--- src/rtl/core/ogm_packet_header_timing_top_defines.svh ---
// Assertion macros for the OGM packet header timing block.
// Used by the top-level RTL file, which carries the assertions; depends on nothing else.
`ifndef OGM_PACKET_HEADER_TIMING_TOP_DEFINES_SVH
`define OGM_PACKET_HEADER_TIMING_TOP_DEFINES_SVH

// Same-cycle implication, sampled on aclk and disabled during reset.
`define OGM_ASSERT_IMP(lbl, ante, cons, msg) \
    lbl: assert property (@(posedge aclk) disable iff (!aresetn) (ante) |-> (cons)) \
        else $error(msg);

// Next-cycle implication, sampled on aclk and disabled during reset.
`define OGM_ASSERT_NXT(lbl, ante, cons, msg) \
    lbl: assert property (@(posedge aclk) disable iff (!aresetn) (ante) |=> (cons)) \
        else $error(msg);

`endif

--- src/rtl/core/ogm_pkg.sv ---
// Shared types and constants for the OGM packet header timing block.
// Used by ogm_conv and the top level; depends on nothing.
`default_nettype none

package ogm_pkg;

    localparam int UNITS_W    = 56;
    localparam int TIME_W     = 64;
    localparam int OUT_TIME_W = 63;
    localparam int CFG_W      = 32;
    localparam int LEN_W      = 3;
    localparam int MUL_STEPS  = 32;
    localparam int DIV_STEPS  = 64;

    localparam logic [1:0] REG_TICK_SCALE   = 2'd0;
    localparam logic [1:0] REG_UNIT_DIVISOR = 2'd1;
    localparam logic [1:0] REG_DEFAULT_LEN  = 2'd2;

    typedef struct packed {
        logic               start;
        logic [UNITS_W-1:0] units;
    } conv_req_t;

    typedef struct packed {
        logic              busy;
        logic              done;
        logic [TIME_W-1:0] quotient;
    } conv_rsp_t;

endpackage

`default_nettype wire

--- src/rtl/core/ogm_conv.sv ---
// Unit-to-time converter: units * tick_scale / unit_divisor, wrapping at 64 bits.
// Shift-add multiply, then restoring divide, one bit per cycle; uses ogm_pkg.
`default_nettype none

module ogm_conv (
    input  wire logic                        aclk,
    input  wire logic                        aresetn,
    input  wire logic [ogm_pkg::CFG_W-1:0]   tick_scale,
    input  wire logic [ogm_pkg::CFG_W-1:0]   unit_divisor,
    input  wire ogm_pkg::conv_req_t          req,
    output ogm_pkg::conv_rsp_t               rsp
);

    typedef enum logic [1:0] {
        C_IDLE,
        C_MUL,
        C_DIV
    } conv_state_t;

    conv_state_t                 state_reg, state_next;
    logic [ogm_pkg::TIME_W-1:0]  mcand_reg, mcand_next;
    logic [ogm_pkg::CFG_W-1:0]   mult_reg, mult_next;
    logic [ogm_pkg::TIME_W-1:0]  acc_reg, acc_next;
    logic [ogm_pkg::CFG_W-1:0]   rem_reg, rem_next;
    logic [5:0]                  cnt_reg, cnt_next;
    logic                        done_reg, done_next;
    logic [ogm_pkg::CFG_W:0]     rem_sh;
    logic [ogm_pkg::CFG_W:0]     rem_sub;

    assign rem_sh  = {rem_reg, acc_reg[ogm_pkg::TIME_W-1]};
    assign rem_sub = rem_sh - {1'b0, unit_divisor};

    always_comb begin
        state_next = state_reg;
        mcand_next = mcand_reg;
        mult_next  = mult_reg;
        acc_next   = acc_reg;
        rem_next   = rem_reg;
        cnt_next   = cnt_reg;
        done_next  = 1'b0;
        unique case (state_reg)
            C_IDLE: begin
                if (req.start) begin
                    mcand_next = ogm_pkg::TIME_W'(req.units);
                    mult_next  = tick_scale;
                    acc_next   = '0;
                    cnt_next   = '0;
                    state_next = C_MUL;
                end
            end
            C_MUL: begin
                if (mult_reg[0]) begin
                    acc_next = acc_reg + mcand_reg;
                end
                mcand_next = {mcand_reg[ogm_pkg::TIME_W-2:0], 1'b0};
                mult_next  = {1'b0, mult_reg[ogm_pkg::CFG_W-1:1]};
                cnt_next   = cnt_reg + 6'd1;
                if (cnt_reg == 6'(ogm_pkg::MUL_STEPS - 1)) begin
                    cnt_next   = '0;
                    rem_next   = '0;
                    state_next = C_DIV;
                end
            end
            C_DIV: begin
                if (rem_sh >= {1'b0, unit_divisor}) begin
                    rem_next = rem_sub[ogm_pkg::CFG_W-1:0];
                    acc_next = {acc_reg[ogm_pkg::TIME_W-2:0], 1'b1};
                end else begin
                    rem_next = rem_sh[ogm_pkg::CFG_W-1:0];
                    acc_next = {acc_reg[ogm_pkg::TIME_W-2:0], 1'b0};
                end
                cnt_next = cnt_reg + 6'd1;
                if (cnt_reg == 6'(ogm_pkg::DIV_STEPS - 1)) begin
                    done_next  = 1'b1;
                    state_next = C_IDLE;
                end
            end
            default: begin
                state_next = C_IDLE;
            end
        endcase
    end

    always_ff @(posedge aclk) begin
        if (!aresetn) begin
            state_reg <= C_IDLE;
            cnt_reg   <= '0;
            done_reg  <= 1'b0;
        end else begin
            state_reg <= state_next;
            cnt_reg   <= cnt_next;
            done_reg  <= done_next;
        end
        mcand_reg <= mcand_next;
        mult_reg  <= mult_next;
        acc_reg   <= acc_next;
        rem_reg   <= rem_next;
    end

    assign rsp.busy     = (state_reg != C_IDLE);
    assign rsp.done     = done_reg;
    assign rsp.quotient = acc_reg;

endmodule

`default_nettype wire

--- src/rtl/core/ogm_packet_header_timing_top.sv ---
// Top level of the OGM packet header timing block: byte parser, timing sequencer
// and output register. Depends on ogm_pkg, ogm_conv and the assertion macro header.
//
//   channel | direction | accepted when           | carries
//   s_      | in        | s_tvalid && s_tready    | one packet byte or a new-segment item
//   m_      | out       | m_tvalid && m_tready    | one result per input item
//   cfg_    | in        | cfg_we                  | register write, no read-back
//
// A new-segment item, or a byte that needs no time conversion, puts its result straight into the output register.
// Each time conversion runs on the shared converter (32 multiply steps, 64 divide
// steps, one hand-off) before its result is registered; a first byte with a granule
// that is also the last byte of a timed packet takes two conversions in turn.
// s_tready is low while a conversion is in progress or the result is not taken.
// Reset is synchronous and active low; it clears the running time and parser.
`default_nettype none

`include "ogm_packet_header_timing_top_defines.svh"

module ogm_packet_header_timing_top #(
    parameter int MAX_LENGTH_BYTES = 7
) (
    input  wire logic         aclk,
    input  wire logic         aresetn,
    input  wire logic         cfg_we,
    input  wire logic [1:0]   cfg_addr,
    input  wire logic [31:0]  cfg_wdata,
    input  wire logic         s_tvalid,
    output logic              s_tready,
    // data_byte [7:0], granule [55:8], segment_start [118:56], zero [119]
    input  wire logic [119:0] s_tdata,
    // action [0], first_byte [1], granule_valid [2]
    input  wire logic [2:0]   s_tuser,
    input  wire logic         s_tlast,
    output logic              m_tvalid,
    input  wire logic         m_tready,
    // payload_byte [7:0], start_time [70:8], stop_time [133:71],
    // payload_length [165:134], zero [167:166]
    output logic [167:0]      m_tdata,
    // payload_valid [0], header_packet [1], sync_point [2]
    output logic [2:0]        m_tuser,
    output logic              m_tlast
);

    localparam int DUR_W = MAX_LENGTH_BYTES * 8;
    localparam logic [ogm_pkg::LEN_W-1:0] MAX_N = ogm_pkg::LEN_W'(MAX_LENGTH_BYTES);

    typedef enum logic [1:0] {
        S_IDLE,
        S_GRAN,
        S_STOP
    } top_state_t;

    top_state_t                      state_reg, state_next;
    logic [ogm_pkg::CFG_W-1:0]       tick_scale_reg, tick_scale_next;
    logic [ogm_pkg::CFG_W-1:0]       spu_reg, spu_next;
    logic [ogm_pkg::CFG_W-1:0]       deflen_reg, deflen_next;
    logic [ogm_pkg::TIME_W-1:0]      running_reg, running_next;
    logic [7:0]                      header_reg, header_next;
    logic [ogm_pkg::LEN_W-1:0]       left_reg, left_next;
    logic [ogm_pkg::LEN_W-1:0]       lcount_reg, lcount_next;
    logic [DUR_W-1:0]                dur_reg, dur_next;
    logic [ogm_pkg::CFG_W-1:0]       pcount_reg, pcount_next;
    logic                            need_stop_reg, need_stop_next;
    logic [ogm_pkg::UNITS_W-1:0]     units_reg, units_next;
    logic                            out_valid_reg, out_valid_next;
    logic                            out_pvalid_reg, out_pvalid_next;
    logic [7:0]                      out_pbyte_reg, out_pbyte_next;
    logic                            out_done_reg, out_done_next;
    logic                            out_hdr_reg, out_hdr_next;
    logic                            out_sync_reg, out_sync_next;
    logic [ogm_pkg::OUT_TIME_W-1:0]  out_start_reg, out_start_next;
    logic [ogm_pkg::OUT_TIME_W-1:0]  out_stop_reg, out_stop_next;
    logic [ogm_pkg::CFG_W-1:0]       out_plen_reg, out_plen_next;

    logic                            in_action;
    logic [7:0]                      in_byte;
    logic                            in_first;
    logic                            in_last;
    logic                            in_gvalid;
    logic [47:0]                     in_granule;
    logic [62:0]                     in_segment;
    logic                            accept;

    logic [7:0]                      p_header;
    logic [ogm_pkg::LEN_W-1:0]       p_left;
    logic [ogm_pkg::LEN_W-1:0]       p_lcount;
    logic [DUR_W-1:0]                p_dur;
    logic [ogm_pkg::CFG_W-1:0]       p_count;
    logic                            p_pvalid;
    logic [7:0]                      p_pbyte;
    logic [ogm_pkg::LEN_W-1:0]       p_pos;
    logic [ogm_pkg::LEN_W-1:0]       p_n;
    logic                            p_need_stop;
    logic [ogm_pkg::UNITS_W-1:0]     p_units;
    logic [ogm_pkg::TIME_W-1:0]      stop_sum;

    ogm_pkg::conv_req_t              conv_req;
    ogm_pkg::conv_rsp_t              conv_rsp;

    assign in_byte    = s_tdata[7:0];
    assign in_granule = s_tdata[55:8];
    assign in_segment = s_tdata[118:56];
    assign in_action  = s_tuser[0];
    assign in_first   = s_tuser[1];
    assign in_gvalid  = s_tuser[2];
    assign in_last    = s_tlast;

    assign s_tready = (state_reg == S_IDLE) && (!out_valid_reg || m_tready);
    assign accept   = s_tvalid && s_tready;

    // Parser update for one packet byte, taken only on a transfer.
    always_comb begin
        p_header = header_reg;
        p_left   = left_reg;
        p_lcount = lcount_reg;
        p_dur    = dur_reg;
        p_count  = pcount_reg;
        p_pvalid = 1'b0;
        p_pbyte  = '0;
        p_pos    = lcount_reg - left_reg;
        p_n      = {in_byte[1], in_byte[7:6]};
        if (in_first) begin
            p_header = in_byte;
            if (in_byte[0]) begin
                p_n = '0;
            end
            if (p_n > MAX_N) begin
                p_n = MAX_N;
            end
            p_lcount = p_n;
            p_left   = p_n;
            p_dur    = '0;
            p_count  = '0;
        end else if (left_reg != '0) begin
            if (p_pos < MAX_N) begin
                p_dur[{p_pos, 3'b000} +: 8] = dur_reg[{p_pos, 3'b000} +: 8] | in_byte;
            end
            p_left = left_reg - ogm_pkg::LEN_W'(1);
        end else if (!header_reg[0]) begin
            p_pvalid = 1'b1;
            p_pbyte  = in_byte;
            p_count  = pcount_reg + 32'd1;
        end
        p_need_stop = in_last && !p_header[0];
        p_units     = (p_lcount != '0) ? ogm_pkg::UNITS_W'(p_dur)
                                       : ogm_pkg::UNITS_W'(deflen_reg);
    end

    assign stop_sum = running_reg + conv_rsp.quotient;

    always_comb begin
        state_next      = state_reg;
        tick_scale_next = tick_scale_reg;
        spu_next        = spu_reg;
        deflen_next     = deflen_reg;
        running_next    = running_reg;
        header_next     = header_reg;
        left_next       = left_reg;
        lcount_next     = lcount_reg;
        dur_next        = dur_reg;
        pcount_next     = pcount_reg;
        need_stop_next  = need_stop_reg;
        units_next      = units_reg;
        out_valid_next  = out_valid_reg && !m_tready;
        out_pvalid_next = out_pvalid_reg;
        out_pbyte_next  = out_pbyte_reg;
        out_done_next   = out_done_reg;
        out_hdr_next    = out_hdr_reg;
        out_sync_next   = out_sync_reg;
        out_start_next  = out_start_reg;
        out_stop_next   = out_stop_reg;
        out_plen_next   = out_plen_reg;
        conv_req.start  = 1'b0;
        conv_req.units  = p_units;

        if (cfg_we) begin
            unique case (cfg_addr)
                ogm_pkg::REG_TICK_SCALE:   tick_scale_next = cfg_wdata;
                ogm_pkg::REG_UNIT_DIVISOR: spu_next        = cfg_wdata;
                ogm_pkg::REG_DEFAULT_LEN:  deflen_next     = cfg_wdata;
                default: begin
                end
            endcase
        end

        unique case (state_reg)
            S_IDLE: begin
                if (accept) begin
                    out_start_next = '0;
                    out_stop_next  = '0;
                    if (in_action) begin
                        running_next    = ogm_pkg::TIME_W'(in_segment);
                        out_pvalid_next = 1'b0;
                        out_pbyte_next  = '0;
                        out_done_next   = 1'b0;
                        out_hdr_next    = 1'b0;
                        out_sync_next   = 1'b0;
                        out_plen_next   = '0;
                        out_valid_next  = 1'b1;
                    end else begin
                        header_next     = p_header;
                        lcount_next     = p_lcount;
                        dur_next        = p_dur;
                        left_next       = in_last ? '0 : p_left;
                        pcount_next     = in_last ? '0 : p_count;
                        need_stop_next  = p_need_stop;
                        units_next      = p_units;
                        out_pvalid_next = p_pvalid;
                        out_pbyte_next  = p_pbyte;
                        out_done_next   = in_last;
                        out_hdr_next    = in_last && p_header[0];
                        out_sync_next   = p_need_stop && p_header[3];
                        out_plen_next   = p_need_stop ? p_count : '0;
                        if (in_first && in_gvalid) begin
                            conv_req.start = 1'b1;
                            conv_req.units = ogm_pkg::UNITS_W'(in_granule);
                            state_next     = S_GRAN;
                        end else if (p_need_stop) begin
                            conv_req.start = 1'b1;
                            state_next     = S_STOP;
                        end else begin
                            out_valid_next = 1'b1;
                        end
                    end
                end
            end
            S_GRAN: begin
                if (conv_rsp.done) begin
                    running_next = conv_rsp.quotient;
                    if (need_stop_reg) begin
                        conv_req.start = 1'b1;
                        conv_req.units = units_reg;
                        state_next     = S_STOP;
                    end else begin
                        out_valid_next = 1'b1;
                        state_next     = S_IDLE;
                    end
                end
            end
            S_STOP: begin
                if (conv_rsp.done) begin
                    out_start_next = running_reg[ogm_pkg::OUT_TIME_W-1:0];
                    out_stop_next  = stop_sum[ogm_pkg::OUT_TIME_W-1:0];
                    running_next   = stop_sum;
                    out_valid_next = 1'b1;
                    state_next     = S_IDLE;
                end
            end
            default: begin
                state_next = S_IDLE;
            end
        endcase
    end

    always_ff @(posedge aclk) begin
        if (!aresetn) begin
            state_reg      <= S_IDLE;
            tick_scale_reg <= 32'd1;
            spu_reg        <= 32'd1;
            deflen_reg     <= 32'd1;
            running_reg    <= '0;
            header_reg     <= '0;
            left_reg       <= '0;
            lcount_reg     <= '0;
            dur_reg        <= '0;
            pcount_reg     <= '0;
            need_stop_reg  <= 1'b0;
            out_valid_reg  <= 1'b0;
        end else begin
            state_reg      <= state_next;
            tick_scale_reg <= tick_scale_next;
            spu_reg        <= spu_next;
            deflen_reg     <= deflen_next;
            running_reg    <= running_next;
            header_reg     <= header_next;
            left_reg       <= left_next;
            lcount_reg     <= lcount_next;
            dur_reg        <= dur_next;
            pcount_reg     <= pcount_next;
            need_stop_reg  <= need_stop_next;
            out_valid_reg  <= out_valid_next;
        end
        units_reg      <= units_next;
        out_pvalid_reg <= out_pvalid_next;
        out_pbyte_reg  <= out_pbyte_next;
        out_done_reg   <= out_done_next;
        out_hdr_reg    <= out_hdr_next;
        out_sync_reg   <= out_sync_next;
        out_start_reg  <= out_start_next;
        out_stop_reg   <= out_stop_next;
        out_plen_reg   <= out_plen_next;
    end

    ogm_conv u_conv (
        .aclk         (aclk),
        .aresetn      (aresetn),
        .tick_scale   (tick_scale_reg),
        .unit_divisor (spu_reg),
        .req          (conv_req),
        .rsp          (conv_rsp)
    );

    assign m_tvalid = out_valid_reg;
    assign m_tlast  = out_done_reg;
    assign m_tuser  = {out_sync_reg, out_hdr_reg, out_pvalid_reg};
    assign m_tdata  = {2'b00, out_plen_reg, out_stop_reg, out_start_reg, out_pbyte_reg};

    `OGM_ASSERT_IMP(a_start_when_idle, conv_req.start, !conv_rsp.busy, "converter started while busy")
    `OGM_ASSERT_IMP(a_done_in_wait, conv_rsp.done, (state_reg == S_GRAN) || (state_reg == S_STOP), "converter result outside a wait state")
    `OGM_ASSERT_IMP(a_left_bounded, 1'b1, left_reg <= lcount_reg, "length bytes left exceed length count")
    `OGM_ASSERT_IMP(a_no_result_while_busy, state_reg != S_IDLE, !m_tvalid, "result shown during a conversion")
    `OGM_ASSERT_NXT(a_granule_loads_time, (state_reg == S_GRAN) && conv_rsp.done, running_reg == $past(conv_rsp.quotient), "granule time not loaded")

endmodule

`default_nettype wire

--- config.mk ---
export PLATFORM = sky130hd
export DESIGN_NAME = ogm_packet_header_timing_top
export DESIGN_NICKNAME = d
export VERILOG_FILES = /design/src/rtl/core/ogm_pkg.sv /design/src/rtl/core/ogm_conv.sv /design/src/rtl/core/ogm_packet_header_timing_top.sv
export VERILOG_INCLUDE_DIRS = /design/src /design/src/rtl/core
export SDC_FILE = /design/constraint.sdc
export NUM_CORES = 2
export LEC_CHECK = 0
export BUFFER_PORTS_ARGS = -buffer_cell sky130_fd_sc_hd__buf_2
export CAP_MARGIN = 25
export CELL_PAD_IN_SITES_DETAIL_PLACEMENT = 1
export CELL_PAD_IN_SITES_GLOBAL_PLACEMENT = 1
export CORE_AREA = 2 2 383 271
export DETAILED_ROUTE_END_ITERATION = 8
export DIE_AREA = 0 0 385 273
export GPL_TIMING_DRIVEN = 1
export PLACE_DENSITY = 0.66
export SLEW_MARGIN = 5
export SYNTH_ARGS = -nofsm -noshare
export SYNTH_HDL_FRONTEND = slang
export SYNTH_HIERARCHICAL = 1
export SYNTH_SLANG_ARGS = --single-unit
--- constraint.sdc ---
create_clock -name aclk -period 12.7 [get_ports aclk]
set_clock_uncertainty 0.15 [all_clocks]
set_input_delay 2.54 -clock aclk [delete_from_list [all_inputs] [get_ports aclk]]
set_output_delay 2.54 -clock aclk [all_outputs]
set_load 0.005 [all_outputs]
==> results.cfg <==
[status]
outcome = finished clean

[power_and_ir_drop]
clockPowerShare_pct = 22.7
powerDensity_nw_per_um2 = 224.9
power_switching_mw = 4.246
ir_worst_vdd_v = 0.0001154
power_leakage_nw = 17.42
switching_share_pct = 41.48
power_frac_comb_pct = 43.0
internal_power_mw = 5.990
share_seq_of_total_power_pct = 34.2

[timing]
finalCritPeriodShare_pct = 51.48
rsz0062_at_grt = false
tightest_slew_ns = 1.238
min_period_ns = 6.538
slew_viol_final = 0
max_freq_mhz = 153.0
slew-limit-headroom_pct = 17.48
finalSetupViolations = 0
fin_tns_setup_ns = 0
hold_viol = 0
worst_hold_slack_ns = 0.3024

[hold_path]
hold_path_startpoint = tick_scale_reg[31]$_SDFFE_PN0P_
worstHoldPathType = reg -> reg

[worst_setup_path]
critical_path_required_ns = 12.97
crit_fanout = 58
r2r-start = left_reg[0]$_SDFFE_PN0P_
crit_buf_inv = 8
startpoint_type = primary input
crit_family = buffers and inverters
cp_slowest_stage_delay_ns = 0.76
startpoint = m_tready
critPathCaptureType = register
cp_common_cell = buf_4
cp_cell_sequence = buf_2 > nand2b_1 > and2_1 > nand2_1 > inv_2 > buf_4 > nand2b_2 > clkinv_2 > buf_4 > buf_4 > nand3_2 > buf_4 > mux2_2 > a222oi_1 > inv_1 > mux2_2
arrival_ns = 6.81
worstSetupPathType = in -> reg
slowest_stage = buf_4

[clocking]
post-cts-setup-buffer-count = 0
ctsHoldBuffers = 0
clockBufferDepth = 3
root_buffer = clkbuf_16
cts_tree = built
numCtsBuffers = 76
htreeDepth = 3
cts.sinks = 686
cts_resized = 0
clkSlewWorstSetupHoldPaths_ns = 0.06
clk_latency_ns = 0.68

[die]
initial_core_util_pct = 39.72
ios = 337
die_w_um = 385
core_area_um2 = 101400
die_area_um2 = 105100
num_rows = 98
die_h_um = 273

[place]
portBuffers = 333
routabilityCongestion = 0.9205
dpl.hpwl_mm = 101.4

[global_route]
grt_max_degree = 191
grt-ovfl-total = 0
grt_pass1_wl_mm = 208.6
grt_pass1_vias = 33594
grt_antenna_before_repair = 6
grt_usage_pct = 25.70

[cells_and_area]
layout-drive-gt1-share_pct = 14.96
areaGrowthSynthToFinish_pct = 12.98
final.fill_count = 11560
ff_latch_area_um2 = 17920
antennaDiodeCount = 0
multi_input_area_um2 = 20780
final_nets = 4917

[synthesis]
synthArstFlopShare_pct = 0
synthesis.area_um2 = 40280
yosys_register_bits = 686
yosysWarnings = 6
synth_edf_count = 418
synthFlopType = edfxtp_1
seq_area_frac_synth_pct = 44.48
synthCells = 4394
syn_avg_cell_area_um2 = 9.167
synth.distinct_cells = 97

[drt]
vias = 34053
drtAntennaViolNets = 0
drcViolationCount = 0
first_pass_iters = 6
routed_wl_mm = 138.6
wire_per_inst_um = 23.15
post_drt_via_cell_ratio = 5.687
dr.first_iter.drc_count = 2618

[flow_run]
cap_violations = 0
cells by family (layout without fill, tap and decap cells):
group                      after synthesis  count (layout)  share of synthesized area (%)
DFF                                    686             686                          44.48
xor gates and xnor gates               167             167                          3.665
and+or+nand+nor                       1563            1563                          18.40
other                                    1               2                       0.009310
buffers and inverters                  421             664                          4.234
adders and majority gates              180             180                          5.666
muxes                                  170             170                          4.809
AOI/OAI and AO/OA                     1206            1206                          18.74
cell usage after synthesis, types with 9 or more instances:
cell type / instances / area (um2)
nor3_1: 94 / 470.5
buf_2: 26 / 130.1
a31oi_1: 27 / 168.9
o221ai_1: 14 / 122.6
and3_1: 32 / 200.2
o21ai_1: 70 / 350.3
nand3_1: 69 / 345.3
a211oi_1: 34 / 255.2
xnor2_1: 96 / 840.8
o31ai_1: 30 / 225.2
dfxtp_1: 268 / 5365
o21a_1: 35 / 262.8
ha_1: 176 / 2202
nor2b_1: 78 / 488.0
or4_1: 10 / 75.07
mux2i_1: 54 / 540.5
nand4_1: 58 / 362.9
edfxtp_1: 418 / 12550
a21oi_1: 456 / 2282
and4_1: 9 / 78.83
nand2_1: 562 / 2110
xor2_1: 70 / 613.1
nand2b_1: 28 / 175.2
clkbuf_1: 223 / 837.1
or2_2: 28 / 175.2
a21o_1: 67 / 503.0
a22oi_1: 59 / 442.9
a221oi_1: 24 / 210.2
inv_1: 140 / 525.5
and2_1: 135 / 844.6
a221o_1: 22 / 220.2
mux2_2: 108 / 1216
buf_1: 12 / 45.04
o211ai_1: 24 / 180.2
a21boi_0: 9 / 67.56
o22ai_1: 10 / 62.56
nor2_1: 350 / 1314
nor4_1: 38 / 237.7
or3_1: 34 / 212.7
o21ai_0: 186 / 930.9
o21bai_1: 33 / 247.7
a22o_1: 19 / 166.4
layout make-up:
class	count	area share [%]
timing repair buffer	378	4.426
tap	1350	3.712
clock buffer	97	4.487
inverter	144	1.212
multi-input combinational	3288	45.66
sequential	686	39.37
clock inverter	45	1.133
placed cells by master, fill, tap and decap left out, types with 69 or more instances in the layout:
cell	count
o21ai_0	186
nor2_1	347
nor2b_1	78
nor3_1	93
clkbuf_16	77
inv_1	139
a21oi_1	454
xnor2_1	96
nand2_1	562
buf_2	334
dfxtp_1	268
mux2_2	107
ha_1	171
and2_1	135
edfxtp_1	418
xor2_1	70
o21ai_1	69
metal layers:
| layer | GRT usage (%) | share of wire, % |
|---|---|---|
| met1 | 39.36 | 51 |
| met2 | 36.86 | 41 |
| met3 | 4.433 | 5.3 |
| met4 | 6.785 | 2.6 |
| met5 | 0 | 0.0094 |
final timing paths:
path	to	slack, ns	cells after the start
min reg2reg	tick_scale_reg[31]$_SDFFE_PN0P_	0.30	2
max	u_conv/mcand_reg[5]$_DFFE_PP_	6.16	16
max reg2reg	u_conv/mcand_reg[5]$_DFFE_PP_	7.36	14
min	tick_scale_reg[31]$_SDFFE_PN0P_	0.30	2
power by group through the flow:
stage          Clock (mW)  Combinational, mW  Sequential (mW)
2_1_floorplan           0               3.01             3.42
3_3_place_gp            0               4.31             3.52
3_5_place_dp            0               4.36             3.54
4_1_cts              2.38               4.38             3.50
5_1_grt              2.46               4.85             3.56
6_report             2.33               4.41             3.50
worst reg2reg max path, cell delays in order, from the launching register on:
cell and delay [ns]:
dfxtp_1 0.38, ha_1 0.16, inv_1 0.04, fa_1 0.36
xnor3_1 0.57, clkinv_4 0.23, ha_1 0.34, nand2b_1 0.18
or4_1 0.89, mux2i_1 0.58, o31ai_1 0.23, mux2_2 0.32
a222oi_1 0.33, inv_1 0.08, mux2_2 0.27
per-stage QoR:
stage / std cells / area, um2 / worst slack, ns / power (mW) / utilization (%)
after CTS: 5987 / 45500 / 6.148 / 10.26 / 44.87
after global routing: 5988 / 45510 / 5.848 / 10.87 / 44.88
after detailed placement: 5845 / 42940 / 5.429 / 7.896 / 42.35
after global placement: 5844 / 42940 / 5.467 / 7.829 / 42.34
final: 5988 / 45510 / 6.162 / 10.24 / 44.88
after floorplan: 4395 / 40280 / 2.436 / 6.426 / -
Note: power is estimated with default switching activity, not from simulation.
